==> config.mk <==
export PLATFORM = sky130hd
export DESIGN_NAME = lsce_ctrl
export DESIGN_NICKNAME = d
export VERILOG_FILES = /design/src/lsce_pkg.sv /design/src/lsce_ctrl.sv
export SDC_FILE = /design/constraint.sdc
export NUM_CORES = 1
export LEC_CHECK = 0
export ABC_AREA = 1
export BUFFER_PORTS_ARGS = -buffer_cell sky130_fd_sc_hd__buf_4
export CORE_MARGIN = 4
export CORE_UTILIZATION = 46
export DETAILED_ROUTE_END_ITERATION = 10
export HOLD_SLACK_MARGIN = 0.1
export PLACE_DENSITY = 0.82
export SLEW_MARGIN = 20
export SYNTH_ARGS = -nofsm -noshare
export SYNTH_HDL_FRONTEND = slang
export SYNTH_SLANG_ARGS = --single-unit
export TNS_END_PERCENT = 50
==> constraint.sdc <==
create_clock -name clk -period 2.9 [get_ports clk]
set_input_delay 0.87 -clock clk [delete_from_list [all_inputs] [get_ports clk]]
set_output_delay 0.87 -clock clk [all_outputs]
set_load 0.005 [all_outputs]
==> src/lsce_pkg.sv <==
`timescale 1ns / 1ps

package lsce_pkg;

	typedef enum logic [1:0] {
		OP_WEIGHT = 2'd0,
		OP_HIDDEN = 2'd1,
		OP_TARGET = 2'd2,
		OP_FINISH = 2'd3
	} opcode_t;

	localparam logic [1:0] KIND_ROW   = 2'd0;
	localparam logic [1:0] KIND_MEAN  = 2'd1;
	localparam logic [1:0] KIND_ERROR = 2'd2;

	localparam logic [1:0] REG_HIDDEN_SIZE   = 2'd0;
	localparam logic [1:0] REG_VOCAB_SIZE    = 2'd1;
	localparam logic [1:0] REG_IGNORE_ENABLE = 2'd2;
	localparam logic [1:0] REG_IGNORE_VALUE  = 2'd3;

	localparam logic [31:0] LN2_Q32 = 32'd2977044472;
	localparam int EXP_STEPS = 20;
	localparam int LN_STEPS  = 20;
	localparam int DIV_STEPS = 49;

	typedef enum logic [3:0] {
		S_IDLE,
		S_MAC,
		S_MAC_DRAIN,
		S_EXP_READ,
		S_EXP_LOAD,
		S_EXP_STEP,
		S_EXP_ADD,
		S_LN_INIT,
		S_LN_NORM,
		S_LN_STEP,
		S_LN_SCALE,
		S_LOSS,
		S_DIV,
		S_DIV_END
	} state_t;

	typedef struct packed {
		logic load_weight;
		logic load_hidden;
		logic emit_ignore;
		logic emit_error;
		logic emit_mean_zero;
		logic row_begin;
		logic mac_issue;
		logic exp_load;
		logic exp_step;
		logic exp_add;
		logic ln_init;
		logic ln_norm;
		logic ln_step;
		logic ln_scale;
		logic loss_update;
		logic div_begin;
		logic div_step;
		logic div_end;
	} cmd_t;

	typedef struct packed {
		logic tgt_ignored;
		logic tgt_bad;
		logic rows_zero;
		logic mac_last;
		logic pipe_busy;
		logic exp_bit_last;
		logic exp_row_last;
		logic ln_small;
		logic norm_done;
		logic ln_iter_last;
		logic div_last;
	} sts_t;

	// exp(-2^(b-16)) in Q0.32
	function automatic logic [31:0] exp_factor(input logic [4:0] b);
		logic [31:0] f;
		case (b)
			5'd0:  f = 32'd4294901760;
			5'd1:  f = 32'd4294836226;
			5'd2:  f = 32'd4294705160;
			5'd3:  f = 32'd4294443040;
			5'd4:  f = 32'd4293918848;
			5'd5:  f = 32'd4292870656;
			5'd6:  f = 32'd4290775039;
			5'd7:  f = 32'd4286586875;
			5'd8:  f = 32'd4278222805;
			5'd9:  f = 32'd4261543595;
			5'd10: f = 32'd4228380000;
			5'd11: f = 32'd4162825044;
			5'd12: f = 32'd4034748382;
			5'd13: f = 32'd3790295335;
			5'd14: f = 32'd3344923893;
			5'd15: f = 32'd2605029347;
			5'd16: f = 32'd1580030169;
			5'd17: f = 32'd581260616;
			5'd18: f = 32'd78665070;
			5'd19: f = 32'd1440801;
			default: f = 32'd0;
		endcase
		return f;
	endfunction

endpackage

==> src/lsce_ctrl.sv <==
`timescale 1ns / 1ps

module lsce_ctrl (
	input  logic              clk,
	input  logic              arst_n,
	input  logic              start,
	input  logic [1:0]        opcode,
	input  lsce_pkg::sts_t    sts,
	output lsce_pkg::cmd_t    cmd,
	output logic              busy
);

	lsce_pkg::state_t state_q, state_d;

	always_ff @(posedge clk or negedge arst_n) begin
		if (!arst_n) begin
			state_q <= lsce_pkg::S_IDLE;
		end else begin
			state_q <= state_d;
		end
	end

	always_comb begin
		state_d = state_q;
		unique case (state_q)
			lsce_pkg::S_IDLE: begin
				if (start) begin
					if (opcode == lsce_pkg::OP_TARGET && !sts.tgt_ignored && !sts.tgt_bad)
						state_d = lsce_pkg::S_MAC;
					else if (opcode == lsce_pkg::OP_FINISH && !sts.rows_zero)
						state_d = lsce_pkg::S_DIV;
				end
			end
			lsce_pkg::S_MAC: begin
				if (sts.mac_last) state_d = lsce_pkg::S_MAC_DRAIN;
			end
			lsce_pkg::S_MAC_DRAIN: begin
				if (!sts.pipe_busy) state_d = lsce_pkg::S_EXP_READ;
			end
			lsce_pkg::S_EXP_READ: state_d = lsce_pkg::S_EXP_LOAD;
			lsce_pkg::S_EXP_LOAD: state_d = lsce_pkg::S_EXP_STEP;
			lsce_pkg::S_EXP_STEP: begin
				if (sts.exp_bit_last) state_d = lsce_pkg::S_EXP_ADD;
			end
			lsce_pkg::S_EXP_ADD: begin
				state_d = sts.exp_row_last ? lsce_pkg::S_LN_INIT : lsce_pkg::S_EXP_READ;
			end
			lsce_pkg::S_LN_INIT: begin
				state_d = sts.ln_small ? lsce_pkg::S_LOSS : lsce_pkg::S_LN_NORM;
			end
			lsce_pkg::S_LN_NORM: begin
				if (sts.norm_done) state_d = lsce_pkg::S_LN_STEP;
			end
			lsce_pkg::S_LN_STEP: begin
				if (sts.ln_iter_last) state_d = lsce_pkg::S_LN_SCALE;
			end
			lsce_pkg::S_LN_SCALE: state_d = lsce_pkg::S_LOSS;
			lsce_pkg::S_LOSS: state_d = lsce_pkg::S_IDLE;
			lsce_pkg::S_DIV: begin
				if (sts.div_last) state_d = lsce_pkg::S_DIV_END;
			end
			lsce_pkg::S_DIV_END: state_d = lsce_pkg::S_IDLE;
			default: state_d = lsce_pkg::S_IDLE;
		endcase
	end

	always_comb begin
		cmd = '0;
		unique case (state_q)
			lsce_pkg::S_IDLE: begin
				if (start) begin
					unique case (opcode)
						lsce_pkg::OP_WEIGHT: cmd.load_weight = 1'b1;
						lsce_pkg::OP_HIDDEN: cmd.load_hidden = 1'b1;
						lsce_pkg::OP_TARGET: begin
							if (sts.tgt_ignored) cmd.emit_ignore = 1'b1;
							else if (sts.tgt_bad) cmd.emit_error = 1'b1;
							else cmd.row_begin = 1'b1;
						end
						lsce_pkg::OP_FINISH: begin
							if (sts.rows_zero) cmd.emit_mean_zero = 1'b1;
							else cmd.div_begin = 1'b1;
						end
						default: cmd = '0;
					endcase
				end
			end
			lsce_pkg::S_MAC:       cmd.mac_issue = 1'b1;
			lsce_pkg::S_MAC_DRAIN: cmd = '0;
			lsce_pkg::S_EXP_READ:  cmd = '0;
			lsce_pkg::S_EXP_LOAD:  cmd.exp_load = 1'b1;
			lsce_pkg::S_EXP_STEP:  cmd.exp_step = 1'b1;
			lsce_pkg::S_EXP_ADD:   cmd.exp_add = 1'b1;
			lsce_pkg::S_LN_INIT:   cmd.ln_init = 1'b1;
			lsce_pkg::S_LN_NORM:   cmd.ln_norm = 1'b1;
			lsce_pkg::S_LN_STEP:   cmd.ln_step = 1'b1;
			lsce_pkg::S_LN_SCALE:  cmd.ln_scale = 1'b1;
			lsce_pkg::S_LOSS:      cmd.loss_update = 1'b1;
			lsce_pkg::S_DIV:       cmd.div_step = 1'b1;
			lsce_pkg::S_DIV_END:   cmd.div_end = 1'b1;
			default: cmd = '0;
		endcase
	end

	assign busy = (state_q != lsce_pkg::S_IDLE);

endmodule

==> results by group, run 1 <==
Cells and area
  – Commonest non-fill, non-tap cell in the layout: buf_4
  – Max reg flops: 4
  – Layout cell share with drive strength beyond 1: 0.393
  – Antenna Cells: 0
  – Final std cell area, no fill: around 900 sq um
  – Register name with the most flops: state_q
  – Biggest regs: state_q (4)
  – Most frequent cells in the layout: 35 x buf_4, 29 x nand2_1, 16 x nor2_1
  – Final net count: 163
  – Area grow syn2layout: 48.6%

STA
  – Worst-Margin Slew: 0.338 ns
  – Layout Skew: approximately 0.0016 ns
  – Tcrit/Tclk final: 0.883
  – Highest clock rate: 391 MHz
  – Final setup margin: about 0.34 ns
  – Final setup fails: 0
  – Max Slew Vio Count: 0
  – RSZ-0062 raised after global routing: false
  – Min Clock Period, post-route: between 2 and 3 ns
  – Hold_ws: 0.418 ns
  – Slew margin rel.: 0.775
  – Setup tns final: 0 ns
  – Hold Fails Final Rpt: 0

Placed design
  – Post-DP HPWL: about 1500 um
  – Port Buffer Count: 34
  – Post-place setup slack: approximately 0.35 ns
  – Dpl cell area: around 900 sq um
  – Placer Congestion: roughly 0.84

Synthesis
  – Syn_area_per_cell: about 5.6 sq um
  – Sequential element share of the synthesized area: 0.165
  – Post-Syn Nets: roughly 120
  – Syn. warnings: 0
  – Syn Inst Count: 108
  – Unique masters post-synth: 20
  – Mapped cell area: 608 sq um
  – #FFs+latches synth: 4

Critical path
  – Worst Path Required: 2.03 ns
  – CP Capture Type: primary output
  – Family with the most delay on the worst path: simple AND/OR/NAND/NOR gates
  – Critical Path AT: approximately 1.7 ns
  – CP startpoint kind: input port
  – Critical setup path kind: input port to primary output
  – Crit path max fanout: 4
  – Max stage delay on crit path: between 0.2 and 0.3 ns
  – Slowest cell on crit path: nor4_1
  – Crit path cell chain: buf_4 > inv_1 > nor2_1 > inv_1 > nor4_1 > buf_4
  – CP bufs+invs: 4

Pwr
  – Pwr per Cell Area: between 800 and 900 nW/um^2
  – Max rail drop VDD: 0.418 mV
  – Leak: 0.000545 uW
  – Total Power: approximately 800 uW

Drt
  – Detail Route Antenna Nets: 0
  – Via count: about 800
  – Drt total wl: ~1900 um
  – Initial DRT Pass Iterations: 4
  – Drt drc: 0
  – DR WL/cell: about 12 um
  – Via-to-Cell Ratio: ~5.1
  – Initial DRC Count: 39

GRT
  – Initial antenna violation count: 0
  – Via count of the first global-routing pass: 771
  – Largest net degree at the start of global routing: 9
  – Most used routing layer: met2
  – GRT Util Overall: 0.208
  – Met3 usage: 0.0285
  – Met1 Usage GRT: 0.252
  – Grt ovf: 0
  – First-pass GRT wire length: between 3000 and 4000 um
  – M2 GR Usage: 0.360

Die
  – Starting Density: 0.519
  – Top Ports: 35
  – Row count: 12
  – Die Area: 1970 sq um
  – Die width: around 44 um
  – Die Y: 44.4 um
  – Total core area: 1170 sq um

Clock network
  – Clock Tree Root: clkbuf_4
  – Clock net sink count: 4
  – Clk Latency, worst-skew pair: between 0.2 and 0.25 ns
  – Hold buffer count at CTS: 0
  – Clock H-tree levels: 1
  – Clk pin slew, worst setup/hold paths: ~0.040 ns
  – CTS Buf Count: 3
  – Setup bufs post-CTS: 0
  – CTS Buffer Depth: 2
  – CTS tree: done
  – Post-cts sizing count: 0

Run status
  – Status: completed

Job
  – Max cap viols: 0

Min path
  – HP Class: input port to async pin
-- where the power goes --
group / internal (uW) / total (uW) / switching [uW]
Clock: 46.4 / 71.4 / 25.0
Sequential: 85.4 / 144 / 58.6
Combinational: 232 / 589 / 357
Total: 364 / 804 / 441
-- path summary, 6_finish.rpt --
check                                            start                endpoint  slack, ns  cells past startpoint
worst max-delay path                         opcode[1]                 cmd[14]       0.34                      6
worst min-delay path                            arst_n  state_q[2]$_DFFE_PN0P_       0.42                      1
worst max register to register  state_q[2]$_DFFE_PN0P_  state_q[0]$_DFFE_PN0P_       1.49                      6
worst min register to register  state_q[3]$_DFFE_PN0P_  state_q[1]$_DFFE_PN0P_       0.68                      3
max in group asynchronous                       arst_n  state_q[0]$_DFFE_PN0P_       2.38                      1
min in group clk                state_q[3]$_DFFE_PN0P_  state_q[1]$_DFFE_PN0P_       0.68                      3
-- layer usage --
layer	vias up	share of wire	routed length, um
met5	-	0	0
met2	40	0.49	929
li1	415	-	-
met1	356	0.41	766
met4	0	0.014	27
met3	4	0.083	155
-- cells in the mapped netlist --
cell type  instances  area share
nand2_1           29        0.18
nor2_1            16       0.099
inv_1             13       0.080
nand3_1            9       0.074
inv_2              6       0.037
nor2_4             5       0.093
dfrtp_1            4        0.16
nand3b_1           4       0.049
nor3_1             4       0.033
nand2_2            3       0.031
nor2_2             3       0.031
o21ai_0            3       0.025
nor4_1             2       0.021
a21oi_1            1      0.0082
and3_1             1       0.010
buf_4              1       0.012
nand3_2            1       0.016
nor3_2             1       0.016
o211ai_1           1       0.012
o21ai_1            1      0.0082
-- cells by family (layout without fill, tap and decap cells) --
logic type             count (synthesis)  count (layout)  share of synthesized area
AND/OR/NAND/NOR                       78              78                      0.652
buffers and inverters                 20              57                      0.130
AO/OA/AOI/OAI                          6               6                     0.0535
flip-flops                             4               4                      0.165
-- per-stage QoR --
stage / instances / util
2_1_floorplan: 108 / -
3_3_place_gp: 156 / 0.752
3_5_place_dp: 156 / 0.752
4_1_cts: 159 / 0.771
5_1_grt: 159 / 0.771
6_report: 159 / 0.771
-- final cells by class --
| cell class | count | area [sq um] |
|---|---|---|
| Clock buffer | 3 | 22.5 |
| Tap cell | 14 | 17.5 |
| Multi-Input combinational cell | 84 | 429 |
| Inverter | 19 | 71.3 |
| Fill cell | 102 | 268 |
| Sequential cell | 4 | 100 |
| Timing Repair Buffer | 35 | 263 |
Power figures use the tool's default switching activity.
==> run 2: changes to the inputs <==
==> constraint.sdc (replaced) <==
create_clock -name clk -period 2.9 [get_ports clk]
set_input_delay 0 -clock clk [delete_from_list [all_inputs] [get_ports clk]]
set_output_delay 0 -clock clk [all_outputs]
set_load 0.005 [all_outputs]
==> run 2 against run 1 <==
Net effect: flip-flop and latch count is the same; critical path type is now register to primary output; largest cell class unchanged; count of clock-buffer cells in the layout unchanged; largest power group unchanged; clock skew is 0.00070 ns higher; clock power shrank 0.8%.
==> results by group, run 2 (synthesis results as in run 1) <==
Critical path
  – Slowest cell on crit path: dfrtp_1
  – Worst Path Required: ~2.9 ns
  – Max stage delay on crit path: slightly above 0.5 ns
  – FF-to-FF End: state_q[3]$_DFFE_PN0P_
  – Reg2Reg Depth: 8
  – CP Capture Type: primary output
  – Reg2Reg Setup Slack: 1.47 ns
  – CP startpoint kind: register
  – Critical setup path kind: register to primary output
  – Worst setup path startpoint: state_q[3]$_DFFE_PN0P_
  – Reg-to-reg startpoint: state_q[3]$_DFFE_PN0P_
  – Critical Path AT: ~1.7 ns
  – Crit path cell chain: nor2_4 > nand2_1 > inv_2 > nand2_2 > nor4_1 > buf_4
  – Worst Setup EP: cmd[13]
  – Crit path max fanout: 9

Clock network
  – Clock net sink count: 4
  – Clk Latency, worst-skew pair: between 0.2 and 0.25 ns
  – Post-cts sizing count: 0
  – Clock H-tree levels: 1
  – Clk pin slew, worst setup/hold paths: about 0.04 ns
  – CTS tree: done
  – Clock Tree Root: clkbuf_4
  – CTS Buffer Depth: 2
  – CTS Buf Count: 3

STA
  – Layout Skew: roughly 0.0023 ns
  – Final setup margin: 1.21 ns
  – RSZ-0062 raised after global routing: false
  – Hold Fails Final Rpt: 0
  – Setup tns final: 0 ns
  – Worst-Margin Slew: 0.401 ns
  – Tcrit/Tclk final: 0.582
  – Max Slew Vio Count: 0
  – Slew margin rel.: 0.733
  – Final setup fails: 0
  – Highest clock rate: 592 MHz
  – Min Clock Period, post-route: ~1.7 ns

Pwr
  – Sw Share: 0.552
  – P_int: approximately 360 uW
  – Clock Power Share: 0.089
  – Max rail drop VDD: 0.452 mV
  – Leak: between 0.0005 and 0.0006 uW
  – Share of power burned in registers: 0.197
  – Total Power: 796 uW
  – Pwr per Cell Area: between 800 and 900 nW/um^2
  – Combinational Power Share: 0.714
  – Psw: approximately 440 uW

Placed design
  – Port Buffer Count: 34
  – Placed Cells: roughly 160
  – Post-DP HPWL: around 1600 um
  – Post-place setup slack: about 1.5 ns
  – Placer Congestion: 0.855

Die
  – Die Y: between 40 and 50 um
  – Starting Density: 0.519
  – Die width: approximately 44 um
  – Row count: 12
  – Total core area: roughly 1200 sq um
  – Die Area: 1970 sq um
  – Top Ports: 35

GRT
  – Largest net degree at the start of global routing: 10
  – Grt ovf: 0
  – GRT Util Overall: 0.225
  – Via count of the first global-routing pass: 783
  – Initial antenna violation count: 0
  – First-pass GRT wire length: 3300 um

Drt
  – Drt total wl: between 1500 and 2000 um
  – Via-to-Cell Ratio: ~5.3
  – Drt drc: 0
  – Via count: between 800 and 900
  – Initial DRT Pass Iterations: 4
  – Initial DRC Count: 26
  – Detail Route Antenna Nets: 0
  – DR WL/cell: roughly 12 um

Cells and area
  – Most frequent cells in the layout: 34 x buf_4, 29 x nand2_1, 16 x nor2_1
  – Antenna Cells: 0
  – Commonest non-fill, non-tap cell in the layout: buf_4
  – Area grow syn2layout: 50.6%
  – Max reg flops: 4
  – Layout cell share with drive strength beyond 1: 0.384
  – Non-filler cells, final: 160
  – Filler Cell Count: 99
  – Biggest regs: state_q (4)
  – Register name with the most flops: state_q
  – Final net count: roughly 160

Min path
  – HP Class: input port to async pin

Run status
  – Status: completed

Job
  – Max cap viols: 0
[run 2: cell count changes in the layout (fill, tap and decap cells not counted), sizes merged]
cell,before,now
dlygate4sd3,0,2
buf,35,34
[run 2: final cells by class]
cell class | count | area (sq um) | share of cell area
Multi-Input combinational cell | 84 | 429 | 0.469
Timing Repair Buffer | 36 | 275 | 0.301
Sequential cell | 4 | 100 | 0.109
Inverter | 19 | 71.3 | 0.0779
Clock buffer | 3 | 22.5 | 0.0246
Tap cell | 14 | 17.5 | 0.0191
[run 2: power by group through the flow]
stage                     Sequential (uW)  Clock (uW)  Combinational (uW)
after global placement                154           0                 555
final                                 157        70.8                 568
after floorplan                       126           0                 419
after CTS                             157        69.5                 570
after detailed placement              157           0                 564
after global routing                  164        76.9                 641
[run 2: repair_timing]
item                                   4_1_cts  5_1_grt
endpoints found under the hold margin        5        0
buffers inserted                             0        0
hold buffers                                 2        0
[run 2: worst min path at each step]
stage | from | to | cells past startpoint
2_1_floorplan | arst_n | state_q[0]$_DFFE_PN0P_ | 0
3_3_place_gp | arst_n | state_q[1]$_DFFE_PN0P_ | 1
3_5_place_dp | arst_n | state_q[2]$_DFFE_PN0P_ | 1
4_1_cts | arst_n | state_q[2]$_DFFE_PN0P_ | 2
5_1_grt | arst_n | state_q[0]$_DFFE_PN0P_ | 2
6_report | arst_n | state_q[3]$_DFFE_PN0P_ | 2
[run 2: stage by stage]
step	hold WS [ns]	area [sq um]	utilization
after CTS	0.102	916	0.782
final	0.135	916	0.782
after floorplan	-0.296	608	-
after global placement	-0.203	873	0.746
after detailed placement	-0.202	873	0.746
after global routing	0.131	916	0.782
[run 2: per-layer routing]
layer  up-vias  track usage  wire [um]
met5         -            0          0
met4         0       0.0904         41
met3         6       0.0366        160
met2        41        0.392        946
met1       371        0.270        809
li1        424            -          -
[run 2: critical path: cells and delay by family (launching register included)]
kind	cells	cell delay, ns
buf+inv	2	0.27
flops	1	0.51
simple gates	4	0.67
==> run 3: changes to the inputs <==
- CORE_UTILIZATION: 46 -> 42
- PLACE_DENSITY: 0.82 -> 0.76
- clock period: 2.9 -> 1.6 ns (I/O delays scaled with it)
==> run 3 against run 2 <==
Net effect: via count decreased by 4.5%; worst setup slack got worse by 1.1 ns; clock power increased by 78%; non-clock buffer count increased by 4; power increased by 91%; clock skew decreased by 0.0018 ns; final area increased by 5.5%; sequential power increased by 74%; die area increased by 7.8%; critical endpoint is now cmd[14].
==> results by group, run 3 (synthesis results as in run 1) <==
Cells and area
  – Commonest non-fill, non-tap cell in the layout: buf_4
  – Biggest regs: state_q (4)
  – Final net count: approximately 170
  – Non-filler cells, final: 165
  – Most frequent cells in the layout: 37 x buf_4, 29 x nand2_1, 16 x nor2_1
  – Filler Cell Count: about 130
  – Final std cell area, no fill: just under 1000 sq um
  – Layout cell share with drive strength beyond 1: 0.427
  – Area grow syn2layout: 58.8%
  – Register name with the most flops: state_q
  – Antenna Cells: 0
  – Max reg flops: 4

Placed design
  – Placed Cells: ~160
  – Dpl cell area: roughly 870 sq um
  – Post-DP HPWL: 1520 um
  – Port Buffer Count: 34
  – Placer Congestion: 0.910

Drt
  – Drt drc: 0
  – Top sig layer: met4
  – Metal3 WL: about 100 um
  – Drt total wl: about 1900 um
  – Via-to-Cell Ratio: a little under 5
  – Detail Route Antenna Nets: 0
  – Initial DRC Count: 9
  – M1 WL: between 900 and 1000 um
  – DR WL/cell: 11.5 um
  – Initial DRT Pass Iterations: 4
  – Length of routed met2 wiring: approximately 880 um
  – Via count: between 800 and 900

Critical path
  – Family with the most delay on the worst path: simple AND/OR/NAND/NOR gates
  – Crit path max fanout: 7
  – CP startpoint kind: register
  – CP bufs+invs: 2
  – Worst Path Required: between 1.5 and 2 ns
  – Critical setup path kind: register to primary output
  – CP Capture Type: primary output
  – Crit path cell chain: nor2_4 > nand2_1 > inv_2 > nand2_2 > nor4_2 > buf_4
  – Max stage delay on crit path: between 0.4 and 0.5 ns
  – Slowest cell on crit path: dfrtp_2
  – Critical Path AT: about 1.5 ns

STA
  – Worst-Margin Slew: 0.290 ns
  – Hold Fails Final Rpt: 0
  – Slew margin rel.: 0.805
  – Layout Skew: between 0.0004 and 0.0005 ns
  – Min Clock Period, post-route: roughly 1.5 ns
  – Max Slew Vio Count: 0
  – RSZ-0062 raised after global routing: true
  – Highest clock rate: 668 MHz
  – Tcrit/Tclk final: 0.936
  – Final setup fails: 0

Clock network
  – Clock net sink count: 4
  – CTS Buffer Depth: 2
  – Clock H-tree levels: 1
  – Clk Latency, worst-skew pair: 0.23 ns
  – CTS Buf Count: 3
  – Clock Tree Root: clkbuf_4
  – Clk pin slew, worst setup/hold paths: approximately 0.04 ns
  – CTS tree: done

Job
  – Max cap viols: 0

Die
  – Die width: about 46 um
  – Starting Density: 0.456
  – Row count: 13
  – Die Area: 2120 sq um
  – Total core area: 1330 sq um
  – Die Y: 46.1 um
  – Top Ports: 35

GRT
  – First-pass GRT wire length: between 3000 and 4000 um
  – Largest net degree at the start of global routing: 10
  – Initial antenna violation count: 0
  – Grt ovf: 0
  – GRT Util Overall: 0.202
  – Via count of the first global-routing pass: approximately 730

Pwr
  – Pwr per Cell Area: between 1500 and 2000 nW/um^2
  – Share of power burned in registers: 0.180
  – Combinational Power Share: 0.737
  – Leak: 0.000564 uW
  – Psw: just over 800 uW
  – Sw Share: 0.533
  – P_int: 709 uW
  – Max rail drop VDD: about 0.96 mV
  – Clock Power Share: 0.083

Run status
  – Status: completed

Min path
  – HP Class: input port to register
## run 3: changes by cell type in the layout (fill, tap and decap cells not counted), sizes merged
| cell | change |
|---|---|
| buf | +3 |
| dlygate4sd3 | +1 |
## run 3: power by group through the flow
stage,clock network [uW],registers (uW),logic [uW]
3_5_place_dp,0,284,1020
6_report,126,273,1120
4_1_cts,129,286,1080
5_1_grt,139,284,1270
3_3_place_gp,0,282,1010
2_1_floorplan,0,228,760
## run 3: worst paths after layout
check,end,start,slack (ns),depth (start not counted)
setup / recovery,cmd[14],state_q[1]$_DFFE_PN0P_,0.10,6
hold / removal,state_q[2]$_DFFE_PN0P_,sts[4],0.13,5
setup reg to reg,state_q[3]$_DFFE_PN0P_,state_q[1]$_DFFE_PN0P_,0.22,8
hold reg to reg,state_q[3]$_DFFE_PN0P_,state_q[3]$_DFFE_PN0P_,0.58,2
max in group asynchronous,state_q[0]$_DFFE_PN0P_,arst_n,0.75,3
min in group asynchronous,state_q[2]$_DFFE_PN0P_,arst_n,0.67,3
## run 3: area by class of cell
cell class / instances / area, sq um / area share
flip-flops and latches: 4 / 104 / 0.108
inverters: 19 / 71.3 / 0.0738
well taps: 15 / 18.8 / 0.0194
repair buffers: 40 / 308 / 0.319
multi-input cells: 84 / 442 / 0.457
clock buffers: 3 / 22.5 / 0.0233
## run 3: repair_timing
action	4_1_cts	5_1_grt
hold endpoints to repair	5	0
setup endpoints to repair	2	4
gates resized for setup	1	4
setup buffers	2	1
hold buffers	3	0
pin swaps	2	0
## run 3: through the flow
step                 util  setup slack [ns]  total power, uW  hold slack (ns)  TNS [ns]
floorplan               -             0.344              988           -0.296         0
global placement    0.656             0.174             1290           -0.204         0
detailed placement  0.656             0.176             1300           -0.203         0
CTS                 0.707            0.0287             1490            0.127         0
global route        0.724           -0.0141             1690            0.155   -0.0141
finish              0.724             0.103             1520            0.126         0
## run 3: worst min-delay path, delay by kind of cell
kind                   cells  cell delay, ns
AND/OR/NAND/NOR            4            0.25
buffers and inverters      1            0.07
## run 3: layer usage
layer | vias to the layer above | track usage
met5 | - | 0
met4 | 0 | 0.0511
met3 | 2 | 0.0391
met2 | 27 | 0.299
met1 | 348 | 0.295
li1 | 427 | -
